==> src/hdl/lmbr_pkg.sv <==
// Shared types, constants and helpers for the local map box recentering block.
`default_nettype none

package lmbr_pkg;

    localparam int MAX_AXES = 3;
    localparam int AXES_DEF = 3;
    localparam int COORD_W  = 32;
    localparam int IN_DW    = MAX_AXES * COORD_W;
    localparam int OUT_DW   = 2 * MAX_AXES * COORD_W;
    localparam int KIND_W   = 2;

    localparam int CUBE_W  = 20;
    localparam int DET_W   = 20;
    localparam int THR_W   = 11;
    localparam int HALF_W  = CUBE_W - 1;
    localparam int TPROD_W = 31;
    localparam int TF_W    = TPROD_W - 8;
    localparam int T2A_W   = 33;
    localparam int DIFF_W  = 34;
    localparam int TERM_W  = 38;
    localparam int MOV_W   = 27;
    localparam int RECIP_W = 32;
    localparam int PROD_W  = MOV_W + RECIP_W;

    localparam int APB_AW = 4;
    localparam int APB_DW = 32;

    localparam int SETTLE   = 5;
    localparam int SETTLE_W = 3;

    localparam logic [CUBE_W-1:0] CUBE_RST = 20'd204800;
    localparam logic [DET_W-1:0]  DET_RST  = 20'd102400;
    localparam logic [THR_W-1:0]  THR_RST  = 11'd384;

    localparam int                 THR_ONE     = 256;
    localparam int                 SCALE_SH    = 10;
    localparam logic [RECIP_W-1:0] DIV5_RECIP  = 32'hCCCC_CCCD;
    localparam int                 DIV5_SHIFT  = 34;
    localparam int                 DIV5_BIAS_Q = 1 << 21;
    localparam int                 DIV5_BIAS   = 5 * DIV5_BIAS_Q;

    typedef enum logic [KIND_W-1:0] {
        KIND_INIT   = 2'd0,
        KIND_SAME   = 2'd1,
        KIND_MOVED  = 2'd2,
        KIND_REMOVE = 2'd3
    } kind_t;

    typedef enum logic [1:0] {
        REG_CUBE = 2'd0,
        REG_DET  = 2'd1,
        REG_THR  = 2'd2
    } reg_idx_t;

    typedef logic signed [COORD_W-1:0] coord_t;

    typedef struct packed {
        logic [HALF_W-1:0]       half;
        logic [TF_W-1:0]         tf;
        logic signed [MOV_W-1:0] mov;
    } geom_t;

    typedef struct packed {
        logic   hit;
        logic   dir_low;
        coord_t nlo;
        coord_t nhi;
    } lane_res_t;

    function automatic coord_t sat32(input logic signed [COORD_W+1:0] v);
        coord_t r;
        if (v[COORD_W+1:COORD_W-1] == 3'b000 || v[COORD_W+1:COORD_W-1] == 3'b111) begin
            r = v[COORD_W-1:0];
        end else if (v[COORD_W+1]) begin
            r = {1'b1, {(COORD_W-1){1'b0}}};
        end else begin
            r = {1'b0, {(COORD_W-1){1'b1}}};
        end
        return r;
    endfunction

endpackage

`default_nettype wire

==> src/hdl/lmbr_lane.sv <==
// One axis lane: face trigger test and next corner values.
`default_nettype none

module lmbr_lane import lmbr_pkg::*; (
    input  coord_t    pos,
    input  coord_t    box_lo,
    input  coord_t    box_hi,
    input  wire logic box_ready,
    input  geom_t     geom,
    output lane_res_t res
);

    localparam int W = COORD_W + 2;

    logic signed [W-1:0] pos_w, lo_w, hi_w, tf_w, half_w, mov_w, d_lo, d_hi;
    logic                hit_lo, hit_hi;

    assign pos_w  = W'(pos);
    assign lo_w   = W'(box_lo);
    assign hi_w   = W'(box_hi);
    assign tf_w   = signed'(W'(geom.tf));
    assign half_w = signed'(W'(geom.half));
    assign mov_w  = W'(signed'(geom.mov));

    assign d_lo   = pos_w - lo_w;
    assign d_hi   = pos_w - hi_w;
    assign hit_lo = (d_lo <= tf_w) && (d_lo >= -tf_w);
    assign hit_hi = (d_hi <= tf_w) && (d_hi >= -tf_w);

    always_comb begin
        res.hit     = box_ready && (hit_lo || hit_hi);
        res.dir_low = hit_lo;
        priority if (!box_ready) begin
            res.nlo = sat32(pos_w - half_w);
            res.nhi = sat32(pos_w + half_w);
        end else if (hit_lo) begin
            res.nlo = sat32(lo_w - mov_w);
            res.nhi = sat32(hi_w - mov_w);
        end else if (hit_hi) begin
            res.nlo = sat32(lo_w + mov_w);
            res.nhi = sat32(hi_w + mov_w);
        end else begin
            res.nlo = box_lo;
            res.nhi = box_hi;
        end
    end

endmodule

`default_nettype wire

==> config.mk <==
export PLATFORM = sky130hd
export DESIGN_NAME = lmbr_lane
export DESIGN_NICKNAME = d
export VERILOG_FILES = /design/src/hdl/lmbr_pkg.sv /design/src/hdl/lmbr_lane.sv
export SDC_FILE = /design/constraint.sdc
export NUM_CORES = 1
export LEC_CHECK = 0
export ABC_AREA = 0
export BUFFER_PORTS_ARGS = -buffer_cell sky130_fd_sc_hd__buf_2
export CAP_MARGIN = 20
export CORE_UTILIZATION = 30
export DETAILED_ROUTE_END_ITERATION = 8
export PLACE_DENSITY_LB_ADDON = 0.1
export SYNTH_ARGS = -nofsm -noshare
export SYNTH_HDL_FRONTEND = slang
export SYNTH_SLANG_ARGS = --single-unit
==> constraint.sdc <==
create_clock -name vclk -period 8.7
set_clock_uncertainty 0.2 [all_clocks]
set_input_delay 1.74 -clock vclk [all_inputs]
set_output_delay 1.74 -clock vclk [all_outputs]
set_load 0.005 [all_outputs]
==> results.md <==
* Status: finished with violations
* Failing checks: setup timing
* Fin crit period at 9830 ps
* Grt met3 use at 0.0149
* Pre-CTS setup slack at -1960 ps
* Initial Util at 0.303
* Least-Margin Pin Slew at 1280 ps
* Iteration-0 DRC Markers at 1648
* Synth Instances at 2717
* I/O pins at 232
* FF+latch area at 0 µm²
* Hold depth at 4
* Final Util at 0.428
* DRC at 0
* Layout filler cell count at 6450
* Relative slew slack at 0.143
* Critical path required time at 6760 ps
* Placed cell area at 24000 µm²
* Worst-path maximum fanout at 6
* FFs & Latches at 0
* Nets at 3924
* Initial antenna violation count at 0
* Leak Pwr at 12.5 nW
* RSZ-0062 raised after global routing: true
* Max Slew Vio Count at 0
* Max Clk Rate at 102 MHz
* Global-route wire length before repair at 138000 µm
* Synth Cell Area at 18300 µm²
* GR Overflow Total at 0
* Commonest non-fill, non-tap cell in the layout: buf_4
* Die H at 249 µm
* Yosys cell types at 94
* Area grow syn2layout at 41.1%
* PD cells at 96.7 nW/µm²
* Post-route cell area at 25800 µm²
* Busiest grt layer: met2
* Vias in the first global route at 22200
* Largest family of logic cells by synthesized area: compound AO/OA/AOI/OAI gates
* Routed Antenna Nets at 0
* Post-synthesis mux area share at 0.00451
* Worst hold start: box_hi[27]
* Max_cap viols at 0
* WP buf/inv at 5
* Xor/xnor share of the synthesized area at 0.102
* Largest cells by area after synthesis: ha_1 23%, a21oi_1 8.9%, xnor2_1 7.8%
* Worst vdd ir at 44.0 µV
* DRT Pass-1 Iters at 5
* Largest net degree at the start of global routing at 62
* Post-synthesis sequential area ratio at 0
* Synth top area share at 0.234
* Final worst slack at -1130 ps
* Via count at 23100
* Critical Path AT at 7890 ps
* Row Count at 90
* Endpoints failing hold at 0
* Critical path depth in cells at 31
* Overall Global Routing Usage at 0.289
* I/O Buffers at 232
* Yosys top cell by area: ha_1
* Critical Path End Type: output port
* Final setup viols at 66
* Most frequent cells in the layout: 544 x buf_4, 337 x ha_1, 290 x a21oi_1, 238 x inv_1, 226 x nor2_1
* Wire per inst at 22.5 µm
* Post-Synth Simple-Gate Area at 0.206
* GPL Wtd Cong at 0.957
* Diodes inserted at 0
* Largest stage delay, worst path at 430 ps
* Die area at 62000 µm²
* Final HPWL DP at 80700 µm
* Core Region at 60400 µm²
* Total wire length at 94100 µm
* GR Layer Usage met2 at 0.470
* WHS Endpoint: res[27]
* Layout cells sized above 1 at 0.303
* CP Launch Type: primary input
* Adder-cell area share of the yosys netlist at 0.248
* Vias per inst at 5.52
* Hold WC Path Type: primary input to output port
* CP top delay family: compound AO/OA/AOI/OAI gates
* Die span in x at 249 µm
* Critical path type: primary input to output port
* Fin crit share at 1.13
* Net Count, Synth at 3234
* Worst-path cell with the longest stage delay: a221oi_4
* Syn_area_per_cell at 6.74 µm²
* Yosys warning total at 0
* Met1 Track Usage GR at 0.402
* Clock buffer count at 0
* Compound-gate portion of the synthesized area at 0.356
==> area by class of cell <==
cell class                      count  area [µm²]  area share
Inverter                          246         938      0.0363
Multi-Input combinational cell   2341       17900       0.695
Timing Repair Buffer              818        5980       0.231
Tap cell                          782         978      0.0379
==> per-stage QoR <==
stage                     hold slack [ps]  TNS, ps  power [mW]  instances
final                                3780   -65250        2.50       4187
after global routing                 3780   -79410        2.69       4187
after CTS                            3780   -61930        2.41       4179
after detailed placement             3790  -110620        2.20       4134
after global placement               3780  -104170        2.20       4134
after floorplan                      3440        0        1.24       2717
==> layer usage <==
layer  wire [µm]  part of all wire
met5           0                 0
met4        3760             0.040
met3        4200             0.045
met2       42100              0.45
met1       44000              0.47
==> report_power, final <==
group | leakage (nW) | switching [mW] | internal, mW
clock | 0 | 0 | 0
combinational | 12.5 | 1.38 | 1.12
sequential | 0 | 0 | 0
total | 12.5 | 1.38 | 1.12
==> synth_stat cells, types with 45 or more instances <==
| library cell | n |
|---|---|
| xnor2_1 | 163 |
| nand2b_1 | 45 |
| a21oi_1 | 325 |
| o21bai_1 | 49 |
| nor3_1 | 70 |
| a21o_1 | 77 |
| inv_1 | 244 |
| nor2_1 | 235 |
| ha_1 | 343 |
| clkbuf_1 | 91 |
| nand3_1 | 61 |
| nand2_1 | 169 |
| xor2_1 | 51 |
| o21ai_0 | 154 |
==> tightest hold or removal path: stages <==
cell,delay (ps)
buf_2,150
nor2_2,130
o41ai_2,90
buf_2,120
==> cells by family after synthesis <==
kind of cell / Yosys count
buf+inv: 377
fa+ha+maj: 360
mux: 8
compound gates: 979
simple gates: 779
xor+xnor: 214
==> how the worst max path moves through the flow <==
| stage | start | end |
|---|---|---|
| final | pos[4] | res[57] |
| after global routing | pos[4] | res[57] |
| after CTS | pos[4] | res[57] |
| after detailed placement | box_lo[6] | res[62] |
| after global placement | box_lo[3] | res[62] |
| after floorplan | box_hi[4] | res[46] |
==> what timing repair did <==
action,4_1_cts,5_1_grt
setup buffers,45,11
pin swaps,80,32
endpoints found under the hold margin,0,0
endpoints found under the setup margin,66,66
gates resized for setup,224,65
cloned,5,0
hold buffers,0,0
(Power assumes the default switching activity.)
