--- src/hdl/lmbr_pkg.sv ---
// Shared types, constants and helpers for the local map box recentering block.
`default_nettype none

package lmbr_pkg;

    localparam int MAX_AXES = 3;
    localparam int AXES_DEF = 3;
    localparam int COORD_W  = 32;
    localparam int IN_DW    = MAX_AXES * COORD_W;
    localparam int OUT_DW   = 2 * MAX_AXES * COORD_W;
    localparam int KIND_W   = 2;

    localparam int CUBE_W  = 20;
    localparam int DET_W   = 20;
    localparam int THR_W   = 11;
    localparam int HALF_W  = CUBE_W - 1;
    localparam int TPROD_W = 31;
    localparam int TF_W    = TPROD_W - 8;
    localparam int T2A_W   = 33;
    localparam int DIFF_W  = 34;
    localparam int TERM_W  = 38;
    localparam int MOV_W   = 27;
    localparam int RECIP_W = 32;
    localparam int PROD_W  = MOV_W + RECIP_W;

    localparam int APB_AW = 4;
    localparam int APB_DW = 32;

    localparam int SETTLE   = 5;
    localparam int SETTLE_W = 3;

    localparam logic [CUBE_W-1:0] CUBE_RST = 20'd204800;
    localparam logic [DET_W-1:0]  DET_RST  = 20'd102400;
    localparam logic [THR_W-1:0]  THR_RST  = 11'd384;

    localparam int                 THR_ONE     = 256;
    localparam int                 SCALE_SH    = 10;
    localparam logic [RECIP_W-1:0] DIV5_RECIP  = 32'hCCCC_CCCD;
    localparam int                 DIV5_SHIFT  = 34;
    localparam int                 DIV5_BIAS_Q = 1 << 21;
    localparam int                 DIV5_BIAS   = 5 * DIV5_BIAS_Q;

    typedef enum logic [KIND_W-1:0] {
        KIND_INIT   = 2'd0,
        KIND_SAME   = 2'd1,
        KIND_MOVED  = 2'd2,
        KIND_REMOVE = 2'd3
    } kind_t;

    typedef enum logic [1:0] {
        REG_CUBE = 2'd0,
        REG_DET  = 2'd1,
        REG_THR  = 2'd2
    } reg_idx_t;

    typedef logic signed [COORD_W-1:0] coord_t;

    typedef struct packed {
        logic [HALF_W-1:0]       half;
        logic [TF_W-1:0]         tf;
        logic signed [MOV_W-1:0] mov;
    } geom_t;

    typedef struct packed {
        logic   hit;
        logic   dir_low;
        coord_t nlo;
        coord_t nhi;
    } lane_res_t;

    function automatic coord_t sat32(input logic signed [COORD_W+1:0] v);
        coord_t r;
        if (v[COORD_W+1:COORD_W-1] == 3'b000 || v[COORD_W+1:COORD_W-1] == 3'b111) begin
            r = v[COORD_W-1:0];
        end else if (v[COORD_W+1]) begin
            r = {1'b1, {(COORD_W-1){1'b0}}};
        end else begin
            r = {1'b0, {(COORD_W-1){1'b1}}};
        end
        return r;
    endfunction

endpackage

`default_nettype wire

--- src/hdl/lmbr_emit.sv ---
// Merge of lane results into a request record and result sequencer.
`default_nettype none

module lmbr_emit import lmbr_pkg::*; #(
    parameter int AXES = AXES_DEF
) (
    input  wire logic              aclk,
    input  wire logic              aresetn,
    input  wire logic              load,
    input  wire logic              box_ready,
    input  coord_t                 old_lo [AXES],
    input  coord_t                 old_hi [AXES],
    input  lane_res_t              lanes  [AXES],
    output logic                   rec_free,
    output logic                   m_tvalid,
    input  wire logic              m_tready,
    output logic      [OUT_DW-1:0] m_tdata,  // min_x, min_y, min_z, max_x, max_y, max_z
    output logic      [KIND_W-1:0] m_tuser,  // kind
    output logic                   m_tlast
);

    logic            rec_valid_reg, rec_valid_next;
    kind_t           rec_kind_reg;
    logic [AXES-1:0] rec_pend_reg, rec_dir_reg;
    coord_t          rec_olo_reg [AXES];
    coord_t          rec_ohi_reg [AXES];
    coord_t          rec_nlo_reg [AXES];
    coord_t          rec_nhi_reg [AXES];

    logic            m_tvalid_reg, m_tvalid_next;
    kind_t           m_kind_reg;
    logic            m_last_reg;
    coord_t          m_lo_reg [AXES];
    coord_t          m_hi_reg [AXES];

    logic            out_load, last_now, rec_done;
    logic [AXES-1:0] sel_oh, hits, dirs;
    coord_t          rem_lo [AXES];
    coord_t          rem_hi [AXES];
    kind_t           load_kind;

    assign out_load = rec_valid_reg && (!m_tvalid_reg || m_tready);
    assign last_now = (rec_pend_reg == '0);
    assign rec_done = out_load && last_now;
    assign rec_free = !rec_valid_reg || rec_done;
    assign sel_oh   = rec_pend_reg & (~rec_pend_reg + AXES'(1));

    always_comb begin
        for (int a = 0; a < AXES; a++) begin
            hits[a]   = lanes[a].hit;
            dirs[a]   = lanes[a].dir_low;
            rem_lo[a] = (sel_oh[a] && rec_dir_reg[a]) ? rec_nhi_reg[a] : rec_olo_reg[a];
            rem_hi[a] = (sel_oh[a] && !rec_dir_reg[a]) ? rec_nlo_reg[a] : rec_ohi_reg[a];
        end
        priority if (!box_ready) begin
            load_kind = KIND_INIT;
        end else if (hits != '0) begin
            load_kind = KIND_MOVED;
        end else begin
            load_kind = KIND_SAME;
        end
    end

    always_comb begin
        rec_valid_next = rec_valid_reg;
        if (load) begin
            rec_valid_next = 1'b1;
        end else if (rec_done) begin
            rec_valid_next = 1'b0;
        end
        m_tvalid_next = m_tvalid_reg;
        if (out_load) begin
            m_tvalid_next = 1'b1;
        end else if (m_tready) begin
            m_tvalid_next = 1'b0;
        end
    end

    always_ff @(posedge aclk) begin
        if (!aresetn) begin
            rec_valid_reg <= 1'b0;
            m_tvalid_reg  <= 1'b0;
        end else begin
            rec_valid_reg <= rec_valid_next;
            m_tvalid_reg  <= m_tvalid_next;
        end
    end

    always_ff @(posedge aclk) begin
        if (load) begin
            rec_kind_reg <= load_kind;
            rec_pend_reg <= hits;
            rec_dir_reg  <= dirs;
            for (int a = 0; a < AXES; a++) begin
                rec_olo_reg[a] <= old_lo[a];
                rec_ohi_reg[a] <= old_hi[a];
                rec_nlo_reg[a] <= lanes[a].nlo;
                rec_nhi_reg[a] <= lanes[a].nhi;
            end
        end else if (out_load && !last_now) begin
            rec_pend_reg <= rec_pend_reg & ~sel_oh;
        end
    end

    always_ff @(posedge aclk) begin
        if (out_load) begin
            if (last_now) begin
                m_kind_reg <= rec_kind_reg;
                m_last_reg <= 1'b1;
                m_lo_reg   <= rec_nlo_reg;
                m_hi_reg   <= rec_nhi_reg;
            end else begin
                m_kind_reg <= KIND_REMOVE;
                m_last_reg <= 1'b0;
                m_lo_reg   <= rem_lo;
                m_hi_reg   <= rem_hi;
            end
        end
    end

    assign m_tvalid = m_tvalid_reg;
    assign m_tuser  = m_kind_reg;
    assign m_tlast  = m_last_reg;

    for (genvar a = 0; a < MAX_AXES; a++) begin : g_pack
        if (a < AXES) begin : g_on
            assign m_tdata[a*COORD_W +: COORD_W]            = m_lo_reg[a];
            assign m_tdata[(a+MAX_AXES)*COORD_W +: COORD_W] = m_hi_reg[a];
        end else begin : g_off
            assign m_tdata[a*COORD_W +: COORD_W]            = '0;
            assign m_tdata[(a+MAX_AXES)*COORD_W +: COORD_W] = '0;
        end
    end

endmodule

`default_nettype wire

--- config.mk ---
export PLATFORM = sky130hd
export DESIGN_NAME = lmbr_emit
export DESIGN_NICKNAME = d
export VERILOG_FILES = /design/src/hdl/lmbr_pkg.sv /design/src/hdl/lmbr_emit.sv
export SDC_FILE = /design/constraint.sdc
export NUM_CORES = 1
export LEC_CHECK = 0
export BUFFER_PORTS_ARGS = -buffer_cell sky130_fd_sc_hd__buf_2
export CORE_AREA = 3 3 229 231
export CTS_CLUSTER_SIZE = 14
export DETAILED_ROUTE_END_ITERATION = 6
export DIE_AREA = 0 0 232 234
export PLACE_DENSITY_LB_ADDON = 0.15
export SYNTH_ARGS = -nofsm -noshare
export SYNTH_HDL_FRONTEND = slang
export SYNTH_SLANG_ARGS = --single-unit
--- constraint.sdc ---
create_clock -name aclk -period 15.4 [get_ports aclk]
set_input_delay 3.08 -clock aclk [delete_from_list [all_inputs] [get_ports aclk]]
set_output_delay 3.08 -clock aclk [all_outputs]
set_load 0.1 [all_outputs]
==> results of run 1 <==
## layout make-up
type,count,share of cell area [%]
antenna,20,0.1834
tap,672,3.081
inverter,2,0.05501
clock buffer,86,6.157
clock inverter,20,0.6097
multi-input combinational,669,13.84
sequential,589,64.73
timing repair buffer,608,11.34
## through the flow
step / instances / utilization, % / total power, mW
3_3_place_gp: 2540 / 50.52 / 2.701
3_5_place_dp: 2540 / 50.52 / 2.713
5_1_grt: 2660 / 54.26 / 4.202
6_report: 2666 / 54.29 / 4.054
2_1_floorplan: 1340 / - / 2.536
4_1_cts: 2646 / 54.19 / 4.095
## cells by family (layout without fill, tap and decap cells)
kind of cell           Yosys count  after routing  synth area share (%)
buffers and inverters           82            716                 2.055
flip-flops                     589            589                 80.83
AND/OR/NAND/NOR                342            342                 6.171
multiplexers                    64             64                 2.931
AO/OA/AOI/OAI                  263            263                 8.014
other                            0             20                     0
## worst max-delay path by stage
stage,to,depth (start not counted)
after floorplan,rec_pend_reg[0],3
after global routing,rec_free,4
after detailed placement,rec_free,4
after global placement,rec_free,4
after CTS,rec_free,4
final,rec_free,4
## power by group through the flow
stage	Sequential, mW	Clock [mW]	Combinational [mW]
final	1.99	1.38	0.685
after global routing	2.00	1.48	0.725
after CTS	1.99	1.41	0.692
after detailed placement	2.02	0	0.692
after global placement	2.02	0	0.683
after floorplan	2.37	0	0.171
## worst reg2reg max path, delay by kind of cell (launching register included)
family | cells | cell delay (ns)
buffers and inverters | 2 | 1.75
DFF | 1 | 0.58
and+or+nand+nor | 1 | 0.52
AOI/OAI and AO/OA | 1 | 0.35
## per-layer routing
layer | wire [um] | vias to the layer above
li1 | - | 6266
met1 | 23010 | 6695
met2 | 29930 | 573
met3 | 5473 | 117
met4 | 1911 | 18
met5 | 103 | -
## synthesized netlist by cell type
library cell and n:
a21o_1 1, clkbuf_1 31, nor2_1 192, a21boi_0 1
nand2b_1 3, a21oi_1 128, nand4bb_1 1, o21a_1 1
or4b_4 1, and3b_2 1, nor3_1 2, edfxtp_1 587
inv_2 1, or3_1 1, and2_1 2, buf_12 3
mux2i_1 64, nand3b_1 1, a221oi_2 30, nor2b_1 3
inv_1 1, a221oi_1 34, dfxtp_1 2, buf_6 4
or3b_2 1, buf_4 4, buf_2 38, nand2_1 132
o21ai_0 68, nor3b_1 2
==> metrics.md, run 1 <==
| Metric | Value |
|---|---|
| FMAX | `142.3 MHz` |
| Post-Syn Nets | `1735` |
| Switching Share | `28.98%` |
| Placed cell areas | `25400 um^2` |
| Setup Skew | `about 0.011 ns` |
| Hold WS | `0.4968 ns` |
| R2r endpoint | `m_tdata[17]` |
| Starting density of the core | `43.48%` |
| Synth area leaders | `edfxtp_1, nor2_1, a21oi_1, mux2i_1, nand2_1` |
| Top Usage Layer GRT | `met2` |
| DRT iter0 DRCs | `913` |
| Unrepaired setup endpoints after global routing | `false` |
| ANT nets after route | `0` |
| WHS Endpoint | `m_tuser[0]` |
| Yosys warning total | `0` |
| Yosys cell types | `30` |
| Grt total ovfl | `0` |
| Slew HR | `25.04%` |
| Number of flip-flops in the largest register | `192` |
| Status | `completed` |
| Area of the die | `between 50000 and 60000 um^2` |
| Hold_sp | `rec_kind_reg[0]` |
| Routing usage on met2 | `a little over a third` |
| Post-Syn Area | `21860 um^2` |
| Clock sinks | `589` |
| Sequential cell area | `17670 um^2` |
| Routed WL | `60.43 mm` |
| Psw | `1.175 mW` |
| Largest area contributor in the synthesized netlist | `edfxtp_1` |
| Fill cells | `between 4000 and 5000` |
| Syn Area/Cell | `roughly 16 um^2` |
| Row count | `82` |
| Vias/cell | `between 5 and 6` |
| Final worst path period share | `45.63%` |
| Internal | `approximately 2.9 mW` |
| Clock latency on the worst-skew pair | `0.60 ns` |
| Die Span Y | `between 200 and 250 um` |
| H-Tree Depth | `2` |
| Number of global-route vias before repair | `13393` |
| Hpwl dp | `40.29 mm` |
| Crit-path max FO | `3` |
| LEAKAGE | `around 11 nW` |
| Multi-input gate area | `about 3800 um^2` |
| Number of port buffers | `591` |
| Max incr delay on CP | `~0.32 ns` |
| Final Max Tran Viols | `0` |
| Hold Path Depth | `1` |
| Slowest CP cell | `buf_2` |
| Worst Setup End Kind | `output pin` |
| Critical path, cell by cell | `buf_2, nor2b_1, o21ai_0, buf_2` |
| Worst hold path class | `reg -> reg` |
| Routed vias | `13669` |
| Post-CTS Setup Bufs | `0` |
| Reg2Reg Setup Slack | `around 12 ns` |
| PostCTS Resize Cnt | `0` |
| Clock Root Buffer | `clkbuf_16` |
| DRC | `0` |
| Worst setup margin | `roughly 8.4 ns` |
| Setup WS pre-CTS | `8.375 ns` |
| Critical path type | `in -> out` |
| Die W | `roughly 230 um` |
| Total CTS buffers | `60` |
| Number of buffers and inverters on the critical path | `2` |
| Fin Setup TNS | `0 ns` |
| Yosys top cell area share | `80.65%` |
| Initial antenna violation count | `29` |
| Design Area, Final | `27290 um^2` |
| Drt pass-1 iters | `5` |
| VDD IR max | `0.1279 mV` |
| Crit path DAT | `3.95 ns` |
| Maximum clock insertion buffer count | `3` |
| Routed len/inst | `22.67 um` |
| Met3 track demand over resource | `6.778%` |
| Highest-count cells in the layout ignoring fill and taps | `buf_2, edfxtp_1, nor2_1, nand2_1, a21oi_1` |
| CP top delay family | `buffers and inverters` |
| Largest net degree at the start of global routing | `between 100 and 150` |
| Slew @ Worst Pin | `1.124 ns` |
| CP most frequent cell | `buf_2` |
| Critical path launch point | `m_tready` |
| IO Pins | `592` |
| Final Setup Violations | `0` |
| Seq/Total Area, Yosys | `between 80% and 90%` |
| Nets@finish | `approximately 2300` |
| Reg-to-Reg Start | `rec_pend_reg[0]` |
| Clock transition at path regs | `~0.060 ns` |
| WP data required | `approximately 12 ns` |
| CTS tree | `done` |
| Area Growth Syn to Fin | `24.87%` |
| Synth Instances | `1340` |
| Flop pwr share | `49.1%` |
| Final hold vios | `0` |
| Reg2Reg Depth | `4` |
| CP Launch Type | `primary input` |
| Global routing usage on met1 | `between 20% and 30%` |
| Gate power share | `16.9%` |
| Clock network fraction of total power | `34.0%` |
| Global-route wire length before repair | `roughly 85 mm` |
| Max-cap violations | `0` |
| Min Tclk post-route | `7.028 ns` |
| GP Congestion | `0.8168` |
| #FFs+latches synth | `589` |
| Most common cell after layout, fill and taps aside | `buf_2` |
| Power density cells | `between 100 and 150 nW/um^2` |
| Hold buffer count at CTS | `0` |
| Total GRT Usage | `21.27%` |
| Layout cell share with drive strength beyond 1 | `around 37%` |
| Core Area | `50270 um^2` |
(Power assumes the default switching activity.)
==> run 2, diff against run 1 <==
==> constraint.sdc (replaced) <==
create_clock -name aclk -period 6.93 [get_ports aclk]
set_input_delay 1.386 -clock aclk [delete_from_list [all_inputs] [get_ports aclk]]
set_output_delay 1.386 -clock aclk [all_outputs]
set_load 0.1 [all_outputs]
==> metrics.md, run 2 (same netlist as run 1, synthesis figures left out) <==
| Metric | Value |
|---|---|
| Area Growth Syn to Fin | `25.15% (was 24.87%)` |
| Highest-count cells in the layout ignoring fill and taps | `buf_2, edfxtp_1, nor2_1, nand2_1, a21oi_1 (unchanged)` |
| Critical path type | `reg -> out (was in -> out)` |
| Final hold vios | `0 (unchanged)` |
| Number of flip-flops in the largest register | `192 (unchanged)` |
| CTS tree | `done (unchanged)` |
| Status | `completed (unchanged)` |
| Most common cell after layout, fill and taps aside | `buf_2 (unchanged)` |
| Nets@finish | `2322 (was 2325)` |
| R2r endpoint | `m_tdata[41] (was m_tdata[17])` |
| Clock sinks | `589 (unchanged)` |
| Largest net degree at the start of global routing | `173 (was 141)` |
| Unrepaired setup endpoints after global routing | `false (unchanged)` |
| Clock transition at path regs | `0.06 ns (about the same)` |
| Post-CTS Setup Bufs | `0 (unchanged)` |
| Total GRT Usage | `21.38% (was 21.27%)` |
| ANT nets after route | `0 (unchanged)` |
| Reg-to-Reg Start | `rec_pend_reg[0] (unchanged)` |
| Power density cells | `330.6 nW/um^2 (was 148.5 nW/um^2)` |
| Crit-path max FO | `33 (was 3)` |
| Row count | `82 (unchanged)` |
| Hold_sp | `rec_valid_reg (was rec_kind_reg[0])` |
| Clock latency on the worst-skew pair | `0.61 ns (was 0.60 ns)` |
| Slew @ Worst Pin | `1.151 ns (was 1.124 ns)` |
| Worst Setup End Kind | `output pin (unchanged)` |
| Hold WS | `0.5031 ns (was 0.4968 ns)` |
| Reg2Reg Depth | `5 (was 4)` |
| Maximum clock insertion buffer count | `3 (unchanged)` |
| Min Tclk post-route | `4.029 ns` |
| WP data required | `5.54 ns (was 12.32 ns)` |
| Global-route wire length before repair | `85.57 mm (was 85.22 mm)` |
| Area of the die | `54290 um^2 (unchanged)` |
| Placed cell count | `2538 (was 2540)` |
| Max-cap violations | `0 (unchanged)` |
| Die W | `232 um (unchanged)` |
| Worst hold path class | `reg -> reg (unchanged)` |
| Hpwl dp | `39.77 mm (was 40.29 mm)` |
| FMAX | `roughly 250 MHz` |
| Clock Root Buffer | `clkbuf_16 (unchanged)` |
| Number of port buffers | `591 (unchanged)` |
| Routed len/inst | `22.45 um (was 22.67 um)` |
| VDD IR max | `0.2296 mV (was 0.1279 mV)` |
| CP Launch Type | `register (was primary input)` |
| Finished Layout Cells | `2666 (unchanged)` |
| Overall Power | `9.044 mW (was 4.054 mW)` |
| LEAKAGE | `10.72 nW (was 10.71 nW)` |
| Final worst path period share | `58.14%` |
| Die Span Y | `234 um (unchanged)` |
| Reg2Reg Setup Slack | `3.59 ns (was 11.90 ns)` |
| Vias/cell | `5.131 (was 5.127)` |
| Worst setup margin | `2.901 ns (was 8.372 ns)` |
| Hold buffer count at CTS | `0 (unchanged)` |
| Final Setup Violations | `0 (unchanged)` |
| DRC | `0 (unchanged)` |
| GP Congestion | `0.8102 (was 0.8168)` |
| Routed vias | `13680 (was 13669)` |
| Starting density of the core | `43.48% (unchanged)` |
| IO Pins | `592 (unchanged)` |
| Setup Skew | `0.02019 ns (was 0.01120 ns)` |
| Grt total ovfl | `0 (unchanged)` |
| Routed WL | `59.85 mm (was 60.43 mm)` |
| WHS Endpoint | `m_tvalid (was m_tuser[0])` |
| Crit path DAT | `2.64 ns (was 3.95 ns)` |
| PostCTS Resize Cnt | `0 (unchanged)` |
| Setup WS pre-CTS | `3.236 ns (was 8.375 ns)` |
| Hold Path Depth | `1 (unchanged)` |
| Initial antenna violation count | `38 (was 29)` |
| Layout cell share with drive strength beyond 1 | `36.91% (was 36.88%)` |
| Final Max Tran Viols | `0 (unchanged)` |
| Drt pass-1 iters | `5 (unchanged)` |
| H-Tree Depth | `2 (unchanged)` |
| Core Area | `50270 um^2 (unchanged)` |
| Number of global-route vias before repair | `13865 (was 13393)` |
| Fin Setup TNS | `0 ns (unchanged)` |
| DRT iter0 DRCs | `1068 (was 913)` |
| Slew HR | `23.25% (was 25.04%)` |
| Total CTS buffers | `59 (was 60)` |
## run 2: layer usage
layer / GRT usage (%) / up-vias / share of wire (%)
met5: 0 / - / 0.30
met3: 7.337 / 151 / 9.1
met4: 9.915 / 28 / 3.8
met2: 36.18 / 546 / 51
li1: - / 6279 / -
met1: 24.58 / 6676 / 36
## run 2: critical path, stage by stage (launching register included)
cell and delay [ns]:
edfxtp_1 0.58, or3_4 0.66, o21ai_0 0.30, buf_2 0.47
## run 2: report_power, final
part	internal [mW]	total [mW]	leakage (nW)	switching, mW
logic	0.312	1.52	4.13	1.21
clock network	1.79	3.10	0.895	1.30
registers	4.31	4.42	5.69	0.115
## run 2: how the worst max path moves through the flow
stage | startpoint | to | slack, ns | cells past startpoint
2_1_floorplan | m_tready | rec_free | 1.92 | 2
3_3_place_gp | m_tready | rec_free | 3.25 | 4
3_5_place_dp | m_tready | rec_free | 3.24 | 4
4_1_cts | rec_pend_reg[0] | rec_free | 2.83 | 3
5_1_grt | rec_pend_reg[0] | rec_free | 2.76 | 3
6_report | rec_pend_reg[0] | rec_free | 2.90 | 3
## run 2: area by class of cell
type | instances | area, um^2
inverter | 2 | 15.01
antenna | 27 | 67.56
multi-input combinational | 669 | 3779
clock buffer | 72 | 1546
clock inverter | 29 | 307.8
fill | 4190 | 22920
timing repair buffer | 606 | 3131
sequential | 589 | 17670
tap | 672 | 840.8
## run 2: per-stage QoR
step | instance area [um^2] | utilization [%]
after floorplan | 21860 | -
after CTS | 27290 | 54.28
after global routing | 27330 | 54.36
after global placement | 25430 | 50.59
after detailed placement | 25430 | 50.59
final | 27350 | 54.41
==> run 3, diff against run 2 <==
==> constraint.sdc (replaced) <==
create_clock -name aclk -period 3.86 [get_ports aclk]
set_input_delay 0.772 -clock aclk [delete_from_list [all_inputs] [get_ports aclk]]
set_output_delay 0.772 -clock aclk [all_outputs]
set_load 0.1 [all_outputs]
==> metrics.md, run 3 (same netlist as run 1, synthesis figures left out) <==
| Metric | Value |
|---|---|
| Maximum clock insertion buffer count | `3 (unchanged)` |
| Slew @ Worst Pin | `0.9236 ns (was 1.151 ns)` |
| Highest-count cells in the layout ignoring fill and taps | `buf_2, edfxtp_1, nor2_1, nand2_1, a21oi_1 (unchanged)` |
| Number of flip-flops in the largest register | `192 (unchanged)` |
| Max-cap violations | `0 (unchanged)` |
| Number of port buffers | `591 (unchanged)` |
| Critical path type | `reg -> out (unchanged)` |
| Hpwl dp | `40.74 mm (was 39.77 mm)` |
| Reg2Reg Setup Slack | `1.14 ns (was 3.59 ns)` |
| Initial antenna violation count | `37 (was 38)` |
| Clock Root Buffer | `clkbuf_16 (unchanged)` |
| Drt pass-1 iters | `5 (unchanged)` |
| R2r endpoint | `m_tdata[170] (was m_tdata[41])` |
| Clock transition at path regs | `0.06 ns (about the same)` |
| Slew HR | `38.43% (was 23.25%)` |
| Routed WL | `59.78 mm (was 59.85 mm)` |
| Vias/cell | `5.077 (was 5.131)` |
| Final Setup Violations | `0 (unchanged)` |
| Routed vias | `13621 (was 13680)` |
| Power density cells | `600.3 nW/um^2 (was 330.6 nW/um^2)` |
| Status | `completed (unchanged)` |
| FMAX | `315.8 MHz` |
| Area Growth Syn to Fin | `26.58% (was 25.15%)` |
| Overall Power | `16.61 mW (was 9.044 mW)` |
| Min Tclk post-route | `approximately 3.2 ns` |
| Worst Setup End Kind | `output pin (unchanged)` |
| DRC | `0 (unchanged)` |
| Design Area, Final | `27670 um^2 (was 27350 um^2)` |
| Number of global-route vias before repair | `13909 (was 13865)` |
| Crit-path max FO | `13 (was 33)` |
| Core Area | `50270 um^2 (unchanged)` |
| Reg-to-Reg Start | `rec_pend_reg[0] (unchanged)` |
| CP Launch Type | `register (unchanged)` |
| Total CTS buffers | `60 (was 59)` |
| Hold Path Depth | `1 (unchanged)` |
| Final Max Tran Viols | `0 (unchanged)` |
| Die Span Y | `234 um (unchanged)` |
| WP data required | `3.09 ns (was 5.54 ns)` |
| Post-CTS Setup Bufs | `0 (unchanged)` |
| H-Tree Depth | `2 (unchanged)` |
| Hold buffer count at CTS | `0 (unchanged)` |
| Clock sinks | `589 (unchanged)` |
| Total GRT Usage | `21.40% (was 21.38%)` |
| Worst hold path class | `in -> reg (was reg -> reg)` |
| Critical path launch point | `rec_pend_reg[0] (unchanged)` |
| Most common cell after layout, fill and taps aside | `buf_2 (unchanged)` |
| Unrepaired setup endpoints after global routing | `false (unchanged)` |
| Largest net degree at the start of global routing | `118 (was 173)` |
| Finished Layout Cells | `2683 (was 2666)` |
| VDD IR max | `0.4193 mV (was 0.2296 mV)` |
| Crit path DAT | `2.39 ns (was 2.64 ns)` |
| Nets@finish | `2333 (was 2322)` |
| Final worst path period share | `82.03%` |
| Area of the die | `54290 um^2 (unchanged)` |
| Die W | `232 um (unchanged)` |
| ANT nets after route | `0 (unchanged)` |
| Placed cell count | `2548 (was 2538)` |
| GP Congestion | `0.8240 (was 0.8102)` |
| Grt total ovfl | `0 (unchanged)` |
| Global-route wire length before repair | `86.15 mm (was 85.57 mm)` |
| Clock latency on the worst-skew pair | `0.62 ns (was 0.61 ns)` |
| Reg2Reg Depth | `5 (unchanged)` |
| Setup Skew | `0.01643 ns (was 0.02019 ns)` |
| LEAKAGE | `10.87 nW (was 10.72 nW)` |
| Starting density of the core | `43.48% (unchanged)` |
| DRT iter0 DRCs | `1003 (was 1068)` |
| Final hold vios | `0 (unchanged)` |
| Row count | `82 (unchanged)` |
| CTS tree | `done (unchanged)` |
| PostCTS Resize Cnt | `0 (unchanged)` |
| IO Pins | `592 (unchanged)` |
| Worst setup path end | `rec_free (unchanged)` |
| Layout cell share with drive strength beyond 1 | `37.60% (was 36.91%)` |
| Routed len/inst | `22.28 um (was 22.45 um)` |
| Final core utilization | `55.03% (was 54.41%)` |
| Placed cell areas | `25590 um^2 (was 25430 um^2)` |
-- run 3: cell types whose count changed in the layout (fill, tap and decap cells not counted), sizes merged --
cell      change
clkinvlp      -1
buf          +10
inv           +1
clkbuf        +3
clkinv        +1
bufinv        +3
-- run 3: per-stage QoR --
step / setup TNS (ns) / setup slack, ns / hold WS, ns
finish: 0 / 0.6937 / 0.3214
global placement: 0 / 1.247 / 0.4853
global route: 0 / 0.5530 / 0.2875
detailed placement: 0 / 1.168 / 0.4939
floorplan: -52.27 / -0.3981 / 0.4567
CTS: 0 / 0.6500 / 0.2803
-- run 3: per-layer routing --
metal	GRT usage, %	routed length (um)	vias up
met5	0	146	-
met4	8.869	1818	22
met3	7.325	5598	129
met2	36.04	30180	523
met1	25.24	22040	6642
li1	-	-	6305
-- run 3: area by class of cell --
type	instances	area, um^2
Multi-Input combinational cell	669	3786
Clock buffer	75	1598
Sequential cell	589	17670
Clock inverter	33	411.6
Tap cell	672	840.8
Antenna cell	27	67.56
Timing Repair Buffer	616	3281
Inverter	2	15.01
Fill cell	4178	22610
-- run 3: how the worst min path moves through the flow --
stage | endpoint | start | slack, ns
4_1_cts | rec_ohi_reg[0][9] | old_hi[73] | 0.28
6_report | rec_ohi_reg[0][9] | old_hi[73] | 0.32
3_3_place_gp | m_tuser[0] | rec_kind_reg[0] | 0.49
3_5_place_dp | m_tuser[1] | rec_kind_reg[1] | 0.49
5_1_grt | rec_olo_reg[0][12] | old_lo[76] | 0.29
2_1_floorplan | m_tvalid | rec_valid_reg | 0.46
-- run 3: power breakdown --
| part | total [mW] | internal, mW | switching [mW] |
|---|---|---|---|
| Combinational | 2.76 | 0.579 | 2.18 |
| Sequential | 7.94 | 7.73 | 0.208 |
| Clock | 5.91 | 3.52 | 2.39 |
-- run 3: worst max-delay path, cell delays in order (launching register included) --
cell      delay [ns]
edfxtp_1        0.56
or3_4           0.52
o21ai_0         0.23
buf_2           0.47
